[src/design/mono_pixel_span_scaler_assert.svh]
// assertion macros used by the span scaler controller
`ifndef MONO_PIXEL_SPAN_SCALER_ASSERT_SVH
`define MONO_PIXEL_SPAN_SCALER_ASSERT_SVH

`ifndef ASSERT_OFF
// plain property checked on every rising clock edge out of reset
`define MPSS_ASSERT(lbl, clk, rstn, prop, msg) \
    lbl: assert property (@(posedge clk) disable iff (!rstn) (prop)) else $error(msg);
// condition in one cycle implies a consequence in the next
`define MPSS_ASSERT_NEXT(lbl, clk, rstn, pre, post, msg) \
    lbl: assert property (@(posedge clk) disable iff (!rstn) (pre) |=> (post)) else $error(msg);
`else
`define MPSS_ASSERT(lbl, clk, rstn, prop, msg)
`define MPSS_ASSERT_NEXT(lbl, clk, rstn, pre, post, msg)
`endif

`endif

[src/design/mpss_pkg.sv]
`default_nettype none

package mpss_pkg;

    localparam int MAX_ROW_REPEAT = 8;

    localparam int COL_W    = 10;
    localparam int BYTE_W   = 8;
    localparam int SIZE_W   = 11;
    localparam int RENDER_W = 13;
    localparam int OUT_W    = 12;
    localparam int LEVEL_W  = 8;

    localparam int IDX_W    = SIZE_W;
    localparam int QUO_W    = RENDER_W;
    localparam int PROD_W   = IDX_W + RENDER_W;
    localparam int CNT_W    = $clog2(MAX_ROW_REPEAT + 1);
    localparam int CAP_W    = SIZE_W + $clog2(MAX_ROW_REPEAT + 1);
    localparam int STEP_W   = $clog2(QUO_W);

    localparam int CFG_INDEX_W = 3;
    localparam int CFG_DATA_W  = RENDER_W;

    localparam logic [RENDER_W-1:0] RENDER_LIMIT = RENDER_W'(4096);

    localparam logic [LEVEL_W-1:0] LIT_FULL = 8'd255;
    localparam logic [LEVEL_W-1:0] LIT_DIM  = 8'd205;
    localparam logic [LEVEL_W-1:0] LIT_DARK = 8'd0;

    localparam logic [CFG_INDEX_W-1:0] CFG_SOURCE_WIDTH    = 3'd0;
    localparam logic [CFG_INDEX_W-1:0] CFG_SOURCE_HEIGHT   = 3'd1;
    localparam logic [CFG_INDEX_W-1:0] CFG_RENDER_WIDTH    = 3'd2;
    localparam logic [CFG_INDEX_W-1:0] CFG_RENDER_HEIGHT   = 3'd3;
    localparam logic [CFG_INDEX_W-1:0] CFG_SCANLINE_ENABLE = 3'd4;

    localparam logic [SIZE_W-1:0]   RESET_SOURCE_WIDTH  = 11'd320;
    localparam logic [SIZE_W-1:0]   RESET_SOURCE_HEIGHT = 11'd256;
    localparam logic [RENDER_W-1:0] RESET_RENDER_WIDTH  = 13'd320;
    localparam logic [RENDER_W-1:0] RESET_RENDER_HEIGHT = 13'd256;

    // the four divisions done per item, in order
    typedef enum logic [1:0] {
        OP_COL_FIRST = 2'd0,
        OP_COL_END   = 2'd1,
        OP_ROW_FIRST = 2'd2,
        OP_ROW_END   = 2'd3
    } op_t;

    typedef struct packed {
        logic [COL_W-1:0]  src_col;
        logic [COL_W-1:0]  src_row;
        logic [BYTE_W-1:0] src_byte;
    } in_item_t;

    typedef struct packed {
        logic [OUT_W-1:0]   dest_row;
        logic [OUT_W-1:0]   col_first;
        logic [OUT_W-1:0]   col_last;
        logic [LEVEL_W-1:0] intensity;
        logic               last_span;
    } out_item_t;

    typedef struct packed {
        logic load;
        logic mul;
        logic div_step;
        logic div_last;
        logic emit;
        op_t  op;
    } cmd_t;

    typedef struct packed {
        logic in_range;
        logic out_free;
        logic span_last;
    } status_t;

endpackage

`default_nettype wire

[src/design/mpss_datapath.sv]
`default_nettype none

module mpss_datapath (
    input  wire logic                             aclk,
    input  wire logic                             aresetn,
    input  wire logic                             cfg_valid,
    input  wire logic [mpss_pkg::CFG_INDEX_W-1:0] cfg_index,
    input  wire logic [mpss_pkg::CFG_DATA_W-1:0]  cfg_data,
    input  wire mpss_pkg::in_item_t               s_item,
    output mpss_pkg::out_item_t                   m_item,
    output logic                                  m_valid,
    input  wire logic                             m_ready,
    input  wire mpss_pkg::cmd_t                   cmd,
    output mpss_pkg::status_t                     status
);
    import mpss_pkg::*;

    logic [SIZE_W-1:0]   source_width_reg;
    logic [SIZE_W-1:0]   source_height_reg;
    logic [RENDER_W-1:0] render_width_reg;
    logic [RENDER_W-1:0] render_height_reg;
    logic                scanline_reg;
    logic                m_valid_reg;

    logic [COL_W-1:0]    col_reg;
    logic [COL_W-1:0]    row_reg;
    logic [BYTE_W-1:0]   byte_reg;
    logic [RENDER_W-1:0] rw_eff_reg;
    logic [RENDER_W-1:0] rh_eff_reg;
    logic [SIZE_W-1:0]   rem_reg;
    logic [QUO_W-1:0]    low_reg;
    logic [OUT_W-1:0]    c0_reg;
    logic [OUT_W-1:0]    c1_reg;
    logic [OUT_W-1:0]    r0_reg;
    logic [OUT_W-1:0]    r1_reg;
    logic [OUT_W-1:0]    dy_reg;
    logic [CNT_W-1:0]    n_reg;
    out_item_t           m_item_reg;

    logic [RENDER_W-1:0] rw_clamp;
    logic [RENDER_W-1:0] rh_clamp;
    logic [CAP_W-1:0]    rh_cap;
    logic [RENDER_W-1:0] rh_eff;
    logic [IDX_W-1:0]    idx_sel;
    logic [RENDER_W-1:0] dst_sel;
    logic [SIZE_W-1:0]   divisor;
    logic [PROD_W-1:0]   product;
    logic [SIZE_W:0]     trial;
    logic                q_bit;
    logic [SIZE_W-1:0]   rem_next;
    logic [QUO_W-1:0]    quotient;
    logic [OUT_W-1:0]    span_end;
    logic                lit;
    logic [LEVEL_W-1:0]  level;
    logic                span_last;

    // effective render sizes
    always_comb begin
        rw_clamp = render_width_reg;
        if (render_width_reg == '0) begin
            rw_clamp = RENDER_W'(1);
        end else if (render_width_reg > RENDER_LIMIT) begin
            rw_clamp = RENDER_LIMIT;
        end
        rh_clamp = render_height_reg;
        if (render_height_reg == '0) begin
            rh_clamp = RENDER_W'(1);
        end else if (render_height_reg > RENDER_LIMIT) begin
            rh_clamp = RENDER_LIMIT;
        end
        rh_cap = CAP_W'(source_height_reg) * CAP_W'(MAX_ROW_REPEAT);
        rh_eff = (CAP_W'(rh_clamp) > rh_cap) ? rh_cap[RENDER_W-1:0] : rh_clamp;
    end

    // operand selection for the shared multiply and divide
    always_comb begin
        unique case (cmd.op)
            OP_COL_FIRST: begin
                idx_sel = IDX_W'(col_reg);
                dst_sel = rw_eff_reg;
                divisor = source_width_reg;
            end
            OP_COL_END: begin
                idx_sel = IDX_W'(col_reg) + IDX_W'(1);
                dst_sel = rw_eff_reg;
                divisor = source_width_reg;
            end
            OP_ROW_FIRST: begin
                idx_sel = IDX_W'(row_reg);
                dst_sel = rh_eff_reg;
                divisor = source_height_reg;
            end
            OP_ROW_END: begin
                idx_sel = IDX_W'(row_reg) + IDX_W'(1);
                dst_sel = rh_eff_reg;
                divisor = source_height_reg;
            end
            default: begin
                idx_sel = '0;
                dst_sel = '0;
                divisor = '0;
            end
        endcase
        product = PROD_W'(idx_sel) * PROD_W'(dst_sel);
    end

    // one restoring division step
    always_comb begin
        trial    = {rem_reg, low_reg[QUO_W-1]};
        q_bit    = trial >= {1'b0, divisor};
        rem_next = q_bit ? SIZE_W'(trial - {1'b0, divisor}) : trial[SIZE_W-1:0];
        quotient = {low_reg[QUO_W-2:0], q_bit};
    end

    // end of a span: one before the next start, never below the start
    always_comb begin
        if (quotient > QUO_W'(c0_reg) && cmd.op == OP_COL_END) begin
            span_end = OUT_W'(quotient - QUO_W'(1));
        end else if (quotient > QUO_W'(r0_reg) && cmd.op == OP_ROW_END) begin
            span_end = OUT_W'(quotient - QUO_W'(1));
        end else if (cmd.op == OP_COL_END) begin
            span_end = c0_reg;
        end else begin
            span_end = r0_reg;
        end
    end

    always_comb begin
        lit = byte_reg[3'd7 - col_reg[2:0]];
        if (!lit) begin
            level = LIT_DARK;
        end else if (scanline_reg && !dy_reg[1]) begin
            level = LIT_DIM;
        end else begin
            level = LIT_FULL;
        end
        span_last = (dy_reg == r1_reg) || (n_reg == CNT_W'(MAX_ROW_REPEAT - 1));
    end

    // configuration and output control
    always_ff @(posedge aclk) begin
        if (!aresetn) begin
            source_width_reg  <= RESET_SOURCE_WIDTH;
            source_height_reg <= RESET_SOURCE_HEIGHT;
            render_width_reg  <= RESET_RENDER_WIDTH;
            render_height_reg <= RESET_RENDER_HEIGHT;
            scanline_reg      <= 1'b0;
            m_valid_reg       <= 1'b0;
        end else begin
            if (cfg_valid) begin
                unique case (cfg_index)
                    CFG_SOURCE_WIDTH:    source_width_reg  <= cfg_data[SIZE_W-1:0];
                    CFG_SOURCE_HEIGHT:   source_height_reg <= cfg_data[SIZE_W-1:0];
                    CFG_RENDER_WIDTH:    render_width_reg  <= cfg_data;
                    CFG_RENDER_HEIGHT:   render_height_reg <= cfg_data;
                    CFG_SCANLINE_ENABLE: scanline_reg      <= cfg_data[0];
                    default: ;
                endcase
            end
            if (cmd.emit) begin
                m_valid_reg <= 1'b1;
            end else if (m_ready) begin
                m_valid_reg <= 1'b0;
            end
        end
    end

    // item and arithmetic registers
    always_ff @(posedge aclk) begin
        if (cmd.load) begin
            col_reg    <= s_item.src_col;
            row_reg    <= s_item.src_row;
            byte_reg   <= s_item.src_byte;
            rw_eff_reg <= rw_clamp;
            rh_eff_reg <= rh_eff;
        end
        if (cmd.mul) begin
            rem_reg <= product[PROD_W-1:QUO_W];
            low_reg <= product[QUO_W-1:0];
        end
        if (cmd.div_step) begin
            rem_reg <= rem_next;
            low_reg <= quotient;
        end
        if (cmd.div_step && cmd.div_last) begin
            unique case (cmd.op)
                OP_COL_FIRST: c0_reg <= quotient[OUT_W-1:0];
                OP_COL_END:   c1_reg <= span_end;
                OP_ROW_FIRST: r0_reg <= quotient[OUT_W-1:0];
                OP_ROW_END: begin
                    r1_reg <= span_end;
                    dy_reg <= r0_reg;
                    n_reg  <= '0;
                end
                default: ;
            endcase
        end
        if (cmd.emit) begin
            m_item_reg.dest_row  <= dy_reg;
            m_item_reg.col_first <= c0_reg;
            m_item_reg.col_last  <= c1_reg;
            m_item_reg.intensity <= level;
            m_item_reg.last_span <= span_last;
            dy_reg               <= dy_reg + OUT_W'(1);
            n_reg                <= n_reg + CNT_W'(1);
        end
    end

    assign m_item  = m_item_reg;
    assign m_valid = m_valid_reg;

    assign status.in_range  = (SIZE_W'(col_reg) < source_width_reg) &&
                              (SIZE_W'(row_reg) < source_height_reg);
    assign status.out_free  = !m_valid_reg || m_ready;
    assign status.span_last = span_last;

endmodule

`default_nettype wire

[src/design/mpss_ctrl.sv]
`default_nettype none

`include "mono_pixel_span_scaler_assert.svh"

module mpss_ctrl (
    input  wire logic              aclk,
    input  wire logic              aresetn,
    input  wire logic              s_valid,
    output logic                   s_ready,
    input  wire mpss_pkg::status_t status,
    output mpss_pkg::cmd_t         cmd
);
    import mpss_pkg::*;

    typedef enum logic [2:0] {
        S_IDLE,
        S_CHECK,
        S_MUL,
        S_DIV,
        S_EMIT
    } state_t;

    localparam logic [STEP_W-1:0] DIV_LAST = STEP_W'(QUO_W - 1);

    state_t            state_reg, state_next;
    op_t               op_reg, op_next;
    logic [STEP_W-1:0] step_reg, step_next;

    always_comb begin
        state_next   = state_reg;
        op_next      = op_reg;
        step_next    = step_reg;
        cmd          = '0;
        cmd.op       = op_reg;
        unique case (state_reg)
            S_IDLE: begin
                if (s_valid) begin
                    cmd.load   = 1'b1;
                    state_next = S_CHECK;
                end
            end
            S_CHECK: begin
                op_next    = OP_COL_FIRST;
                state_next = status.in_range ? S_MUL : S_IDLE;
            end
            S_MUL: begin
                cmd.mul    = 1'b1;
                step_next  = '0;
                state_next = S_DIV;
            end
            S_DIV: begin
                cmd.div_step = 1'b1;
                cmd.div_last = (step_reg == DIV_LAST);
                step_next    = step_reg + STEP_W'(1);
                if (step_reg == DIV_LAST) begin
                    unique case (op_reg)
                        OP_COL_FIRST: begin
                            op_next    = OP_COL_END;
                            state_next = S_MUL;
                        end
                        OP_COL_END: begin
                            op_next    = OP_ROW_FIRST;
                            state_next = S_MUL;
                        end
                        OP_ROW_FIRST: begin
                            op_next    = OP_ROW_END;
                            state_next = S_MUL;
                        end
                        OP_ROW_END: state_next = S_EMIT;
                        default:    state_next = S_IDLE;
                    endcase
                end
            end
            S_EMIT: begin
                if (status.out_free) begin
                    cmd.emit = 1'b1;
                    if (status.span_last) begin
                        state_next = S_IDLE;
                    end
                end
            end
            default: state_next = S_IDLE;
        endcase
    end

    always_ff @(posedge aclk) begin
        if (!aresetn) begin
            state_reg <= S_IDLE;
            op_reg    <= OP_COL_FIRST;
            step_reg  <= '0;
        end else begin
            state_reg <= state_next;
            op_reg    <= op_next;
            step_reg  <= step_next;
        end
    end

    assign s_ready = (state_reg == S_IDLE);

    `MPSS_ASSERT(a_emit_needs_room, aclk, aresetn, !cmd.emit || status.out_free, "no room")
    `MPSS_ASSERT(a_steps, aclk, aresetn, state_reg != S_DIV || step_reg <= DIV_LAST, "overrun")
    `MPSS_ASSERT_NEXT(a_op_advance, aclk, aresetn,
        state_reg == S_DIV && step_reg == DIV_LAST && op_reg != OP_ROW_END,
        state_reg == S_MUL, "division sequence did not move to next operand")
    `MPSS_ASSERT_NEXT(a_out_of_range, aclk, aresetn,
        state_reg == S_CHECK && !status.in_range,
        state_reg == S_IDLE, "pixel outside source was not dropped")

endmodule

`default_nettype wire

[src/design/mono_pixel_span_scaler.sv]
`default_nettype none

// nearest-neighbor scaler for one pixel of a 1-bit-per-pixel image. each item
// carries a source column, row and the framebuffer byte holding the pixel
// (leftmost pixel in bit 7). the pixel is drawn as one horizontal span on every
// destination row its source row covers, one result item per row in ascending
// order, last_span marking the final one; pixels outside the source size give
// no result. an item is accepted, range-checked, then goes through four
// multiply/divide passes (one multiply plus 13 restoring-division steps each on
// the shared divider), then its spans go out one per cycle while the output
// register is free, up to MAX_ROW_REPEAT spans per item. the next item is
// accepted as soon as the last span sits in the output register.
// configuration registers are written through the cfg port (always ready) and
// must only change while the block is idle.

module mono_pixel_span_scaler (
    input  wire logic                             aclk,
    input  wire logic                             aresetn,
    // configuration writes
    input  wire logic                             cfg_valid,
    output logic                                  cfg_ready,
    input  wire logic [mpss_pkg::CFG_INDEX_W-1:0] cfg_index,
    input  wire logic [mpss_pkg::CFG_DATA_W-1:0]  cfg_data,
    // source pixel items
    input  wire logic                             s_valid,
    output logic                                  s_ready,
    input  wire mpss_pkg::in_item_t               s_item,
    // span items
    output logic                                  m_valid,
    input  wire logic                             m_ready,
    output mpss_pkg::out_item_t                   m_item
);
    import mpss_pkg::*;

    cmd_t    cmd;
    status_t status;

    // register writes never stall
    assign cfg_ready = 1'b1;

    // sequencer: accept, range check, divide passes, span emission
    mpss_ctrl u_ctrl (
        .aclk    (aclk),
        .aresetn (aresetn),
        .s_valid (s_valid),
        .s_ready (s_ready),
        .status  (status),
        .cmd     (cmd)
    );

    // config registers, shared multiplier and divider, span registers, output stage
    mpss_datapath u_datapath (
        .aclk      (aclk),
        .aresetn   (aresetn),
        .cfg_valid (cfg_valid),
        .cfg_index (cfg_index),
        .cfg_data  (cfg_data),
        .s_item    (s_item),
        .m_item    (m_item),
        .m_valid   (m_valid),
        .m_ready   (m_ready),
        .cmd       (cmd),
        .status    (status)
    );

endmodule

`default_nettype wire

[config.mk]
export PLATFORM = sky130hd
export DESIGN_NAME = mono_pixel_span_scaler
export DESIGN_NICKNAME = d
export VERILOG_FILES = /design/src/design/mpss_pkg.sv /design/src/design/mpss_datapath.sv /design/src/design/mpss_ctrl.sv /design/src/design/mono_pixel_span_scaler.sv
export VERILOG_INCLUDE_DIRS = /design/src /design/src/design
export SDC_FILE = /design/constraint.sdc
export NUM_CORES = 1
export LEC_CHECK = 0
export ABC_AREA = 1
export BUFFER_PORTS_ARGS = -buffer_cell sky130_fd_sc_hd__buf_2
export CAP_MARGIN = 10
export CORE_MARGIN = 1
export CORE_UTILIZATION = 38
export CTS_BUF_LIST = sky130_fd_sc_hd__clkbuf_16
export CTS_CLUSTER_DIAMETER = 150
export DETAILED_ROUTE_END_ITERATION = 16
export GPL_ROUTABILITY_DRIVEN = 0
export PLACE_DENSITY = 0.57
export SLEW_MARGIN = 5
export SYNTH_ARGS = -nofsm -noshare
export SYNTH_HDL_FRONTEND = slang
export SYNTH_SLANG_ARGS = --single-unit
[constraint.sdc]
create_clock -name aclk -period 6 [get_ports aclk]
set_input_delay 1.2 -clock aclk [delete_from_list [all_inputs] [get_ports aclk]]
set_output_delay 1.2 -clock aclk [all_outputs]
set_load 0.02 [all_outputs]
-- Yosys cells after proc, flatten, opt, wreduce, memory -nomap -nowiden
Cells that the tools add are included.
- bits of input ports: 49
- word-level logic and storage cells: 145
- flip-flop bits (word level): 246
- reductions and logical operators: 36
- add/sub/neg operators: 8
- multipliers: 1
- equal/unequal tests: 19
- $lt $le $gt $ge: 9
- multiplexer cells: 43
- operators with widths (operator ; count):
    $mux W13 ; 6
    $mux W12 ; 6
    $pmux W11 S4 ; 1
    $mux W11 ; 3
    $gt A13 B12 Y1 ; 2
    $gt A13 B13 Y1 const B ; 2
    $logic_not A13 Y1 ; 2
    $pmux W13 S2 ; 1
    $mul A11 B13 Y24 ; 1
    $add A10 B1 Y11 const B ; 2
    $lt A10 B11 Y1 ; 2
    $pmux W11 S2 ; 1
    $reduce_and A2 Y1 ; 10
    $pmux W3 S5 ; 1
    $gt A13 B14 Y1 ; 1
    $add A12 B1 Y12 const B ; 1
    $eq A12 B12 Y1 ; 1
    $eq A3 B2 Y1 const B ; 4
    $ge A12 B11 Y1 ; 1
    $mux W3 ; 4
    $mux W4 ; 3
    $reduce_bool A2 Y1 ; 6
    $sub A12 B1 Y12 const B ; 1
    $sub A11 B11 Y11 ; 1
    other kinds (29) ; 53

-- Depth between registers and ports, before layout
- word-level depth: 8
- depth in mapped cells: 36
- gate-level depth less buffers: 34

-- Hierarchy
From an unflattened synthesis, not the netlist that was laid out.
- cell total of the unflattened synthesis: 1982
- area, all modules: 17189.0 µm²
- by module, submodules not included (module ; area an instance (µm²) ; times used ; cells each ; sequential area each (µm²)):
    mpss_datapath ; 16560.9 ; 1 ; 1895 ; 6436.2
    mpss_ctrl ; 616.8 ; 1 ; 85 ; 180.2
    mono_pixel_span_scaler ; 11.3 ; 1 ; 2 ; 0.0

-- Least setup slack after synthesis
OpenSTA, ideal clock, no wires.
- path kind: flip-flop to flip-flop
- start: reg u_ctrl.op_reg[0]
- end: reg u_datapath.rem_reg[2] (data pin)
- stages on the path, launching flop included: 32
- arrival time: 5.908 ns
- setup time: 0.256 ns
- path slack: -0.164 ns
- cells stage by stage: dfxtp_1 -> ha_1 -> buf_6 -> o21ai_2 -> ha_1 -> nand2_2 -> nor2_4 -> nor2_1 -> o21ai_1 -> o21ai_1 -> inv_2 -> buf_2 -> nand2_1 -> fa_1 -> inv_1 -> fa_1 -> inv_1 -> fa_1 -> inv_1 -> fa_1 -> inv_1 -> fa_1 -> inv_1 -> ha_1 -> nand2_1 -> nor2_1 -> nand2_1 -> nand2_1 -> a21oi_1 -> or2_2 -> nand3_1 -> nand2_1
- longest elaborated chain between the ends: 6
- ends and longest elaborated chain (what ; line ; RTL):
    start, declared ; mpss_ctrl.sv:26 ; op_t op_reg, op_next;
    start signal, assigned ; mpss_ctrl.sv:93 ; op_reg <= op_next;
    $eq A2 B2 Y1 (tied with other cells) ; mpss_datapath.sv:77 ; unique case (cmd.op)
    $reduce_or A2 Y1 (no source line) ; - ;
    $pmux W13 S2 / $pmux W11 S2 (equally long branches) ; mpss_datapath.sv:77 ;
    $mul A11 B13 Y24 (tied with other cells) ; mpss_datapath.sv:104 ; product = PROD_W'(idx_sel) * PROD_W'(dst_sel);
    $mux W11 (on tied branches) ; mpss_datapath.sv:177, mpss_datapath.sv:111 ;
    $mux W11 * ; mpss_datapath.sv:181 ; if (cmd.div_step) begin
    end signal, assigned ; mpss_datapath.sv:178 ; rem_reg <= product[PROD_W-1:QUO_W];
    end signal, assigned ; mpss_datapath.sv:182 ; rem_reg <= rem_next;
    end, declared ; mpss_datapath.sv:30 ; logic [SIZE_W-1:0] rem_reg;
Every way passes the cells marked *; elsewhere a longest branch is shown, timed or not. The select of a mux whose other input is x is not followed.
A chain may end at the register's enable or synchronous reset.

-- Worst setup path in the final report
- start: reg u_ctrl.op_reg[0]
- end: reg u_datapath.rem_reg[6] (data pin)
The elaborated chain is that of the path after synthesis.

==> reports/metrics.yaml <==
synthXorXnorAreaFrac: 0.01433
cp_common_cell: "fa_1"
drtAntennaViolNets: 0
r2r_start: "u_ctrl.op_reg[0]$_SDFFE_PN0P_"
synth-simple-area-share: 0.1871
path_delay_family: "adder cells"
path_clk_slew_ns: 0.06
drive_gt1_frac: 0.2326
min_path_cells: 0
start_util: 0.3861
holdPathEnd: "u_datapath.m_item[17]$_DFFE_PP_"
grtUsageTotal: 0.2041
synth-edff-count: 181
ys.flop_type: "edfxtp_1"
fin_ws_ns: -0.04125
min_period_ns: 6.041
pin_count: 97
io_buffers: 95
r2r_end: "u_datapath.rem_reg[6]$_DFFE_PN_"
min_from: "u_datapath.c1_reg[8]$_DFFE_PP_"
fmax_ghz: 0.1655
grt_overflow: 0
rr_worst_depth: 30
async_flop_share: 0
drt-total-wl_mm: 47.98
path_class: "register to register"
cts_tree: "built"
period_share: 1.007
syn_avg_cell_area_um2: 8.537
hp-class: "register to register"
start_kind: "register"
synth_top_cell_area_share: 0.3177
max_cap_viol_count: 0
synth_nets: 2288
slowest_stage: "fa_1"
core-area_mm2: 0.04432
die-area_mm2: 0.04588
cts.sinks: 240
synthToLayoutAreaGrowth_pct: 24.61
hold_slack_ns: 0.4178
reg2reg_setup_slack_ns: -0.04
drt-pass1-iter-count: 5
grt_max_degree: 59
synthTopCellsByArea: "edfxtp_1 (32%), fa_1 (12%), ha_1 (9.9%), nand2_1 (8.9%), inv_1 (7.7%)"
drt-initial-drc-count: 762
synth_mux_area_frac: 0
grt_pass1_wl_mm: 74.35
largest_reg_flops: 39
fin_nets: 2555
path_buf_inv: 7
place_hpwl_mm: 37.66
critPathCaptureType: "register"
max_stage_delay_ns: 0.57
antenna_found_initial: 0
fin_skew_ns: 0.01284
drc_errors: 0
hold_viol: 0
cts_root_buffer: "clkbuf_16"
cts_hold_buffers: 0
synth_compound_area_frac: 0.1036
required_ns: 6.29
synth_top_family_by_area: "adder cells"
cts_made_buffers: 26
rows: 77
post-synth-top-count-cell: "nand2_1"
relSlewSlack: 0.2735
setup-violations-final: 3
cts_max_level: 1
grt_pass1_vias: 14110
dieWidth_um: 214.2
yosys_warnings: 0
clock_path_buffers: 3
status: "finished, violations left"
ys_seq_area_frac: 0.3867
cp.arrival_ns: 6.33
path_max_fanout: 8
ys_types: 51
slew_viol_final: 0
diodes: 0
wire_per_inst_um: 16.66
synth_area_mm2: 0.01711
via_per_inst: 5.007
vias: 14420
violations: "setup timing"
clk-insertion-delay-late_ns: 0.54
nFillCells: 4238
synth_cells: 2004
synth-seq-cells: 240
yosysTopAreaCell: "edfxtp_1"
tightest_slew_ns: 1.090
grt_setup_unrepaired: "true"
fp.dieH_um: 214.2
synthAdderAreaFrac: 0.2153
synth_common_cells: "nand2_1 (405), inv_1 (349), nor2_1 (192)"
## cell type report
class	instances	area, um2	share of cell area
Multi-Input combinational cell	1356	9786	0.4590
Timing Repair Buffer	288	2017	0.09461
Clock inverter	17	120.1	0.005634
Sequential cell	240	6624	0.3107
Tap cell	592	740.7	0.03474
Inverter	359	1356	0.06362
Clock buffer	27	675.6	0.03169
## per-layer routing
layer	up-vias	global-route usage	part of all wire
li1	7042	-	-
met5	-	0.006250	0
met4	0	0.07024	0.038
met1	6862	0.2586	0.41
met3	100	0.03021	0.056
met2	412	0.3536	0.49
## worst max-delay path by stage
| stage | from | to | slack [ns] | cells past startpoint |
|---|---|---|---|---|
| after detailed placement | u_ctrl.op_reg[0]$_SDFFE_PN0P_ | u_datapath.rem_reg[3]$_DFFE_PN_ | -0.50 | 28 |
| final | u_ctrl.op_reg[0]$_SDFFE_PN0P_ | u_datapath.rem_reg[6]$_DFFE_PN_ | -0.04 | 30 |
| after global placement | u_ctrl.op_reg[0]$_SDFFE_PN0P_ | u_datapath.rem_reg[3]$_DFFE_PN_ | -0.52 | 28 |
| after floorplan | u_ctrl.op_reg[0]$_SDFFE_PN0P_ | u_datapath.rem_reg[2]$_DFFE_PN_ | 0.02 | 27 |
| after global routing | u_ctrl.op_reg[0]$_SDFFE_PN0P_ | u_datapath.rem_reg[6]$_DFFE_PN_ | -0.32 | 31 |
| after CTS | u_ctrl.op_reg[0]$_SDFFE_PN0P_ | u_datapath.rem_reg[6]$_DFFE_PN_ | -0.002 | 31 |
## per-stage QoR
step / setup slack (ns) / utilization / instances / area [um2] / TNS (ns)
after detailed placement: -0.5046 / 0.4381 / 2807 / 19410 / -3.225
final: -0.04125 / 0.4811 / 2879 / 21320 / -0.05239
after CTS: -0.001714 / 0.4645 / 2859 / 20580 / -0.001714
after floorplan: 0.01832 / - / 2004 / 17160 / 0
after global routing: -0.3227 / 0.4811 / 2879 / 21320 / -2.895
after global placement: -0.5214 / 0.4381 / 2807 / 19410 / -2.504
## cells in the final DEF, fill, tap and decap left out, drive strengths merged, types with 13 or more instances in the layout
cell    Yosys  routed
nand3     107     107
nor2      198     198
o211ai     13      13
clkinv      2      13
xnor2      16      16
a21oi     117     117
inv       357     358
nand4      20      20
clkbuf     31      27
buf        19     288
ha        136     136
o21ai     166     166
fa         99      99
dfxtp      59      59
nand2     415     416
edfxtp    181     181
## cells by family (layout without fill, tap and decap cells)
| family | count (synthesis) | in the layout |
|---|---|---|
| AOI/OAI and AO/OA | 324 | 324 |
| other | 1 | 1 |
| buffers and inverters | 409 | 691 |
| and+or+nand+nor | 767 | 768 |
| DFF | 240 | 240 |
| xor gates and xnor gates | 28 | 28 |
| adders and majority gates | 235 | 235 |
## worst reg2reg max path, delay by kind of cell, from the launching register on
kind | cells | cell delay [ns]
flops | 1 | 0.36
fa+ha+maj | 7 | 2.94
compound gates | 4 | 0.57
buf+inv | 7 | 0.62
simple gates | 12 | 1.29
## repair_timing
action | CTS | global route
gates cloned | 1 | 1
setup endpoints to repair | 13 | 15
pin swaps | 35 | 92
resized for setup | 83 | 147
buffers inserted | 8 | 19
Power is not shown: default switching activity piles up to over one toggle a cycle in this logic, so the estimate is an artifact.
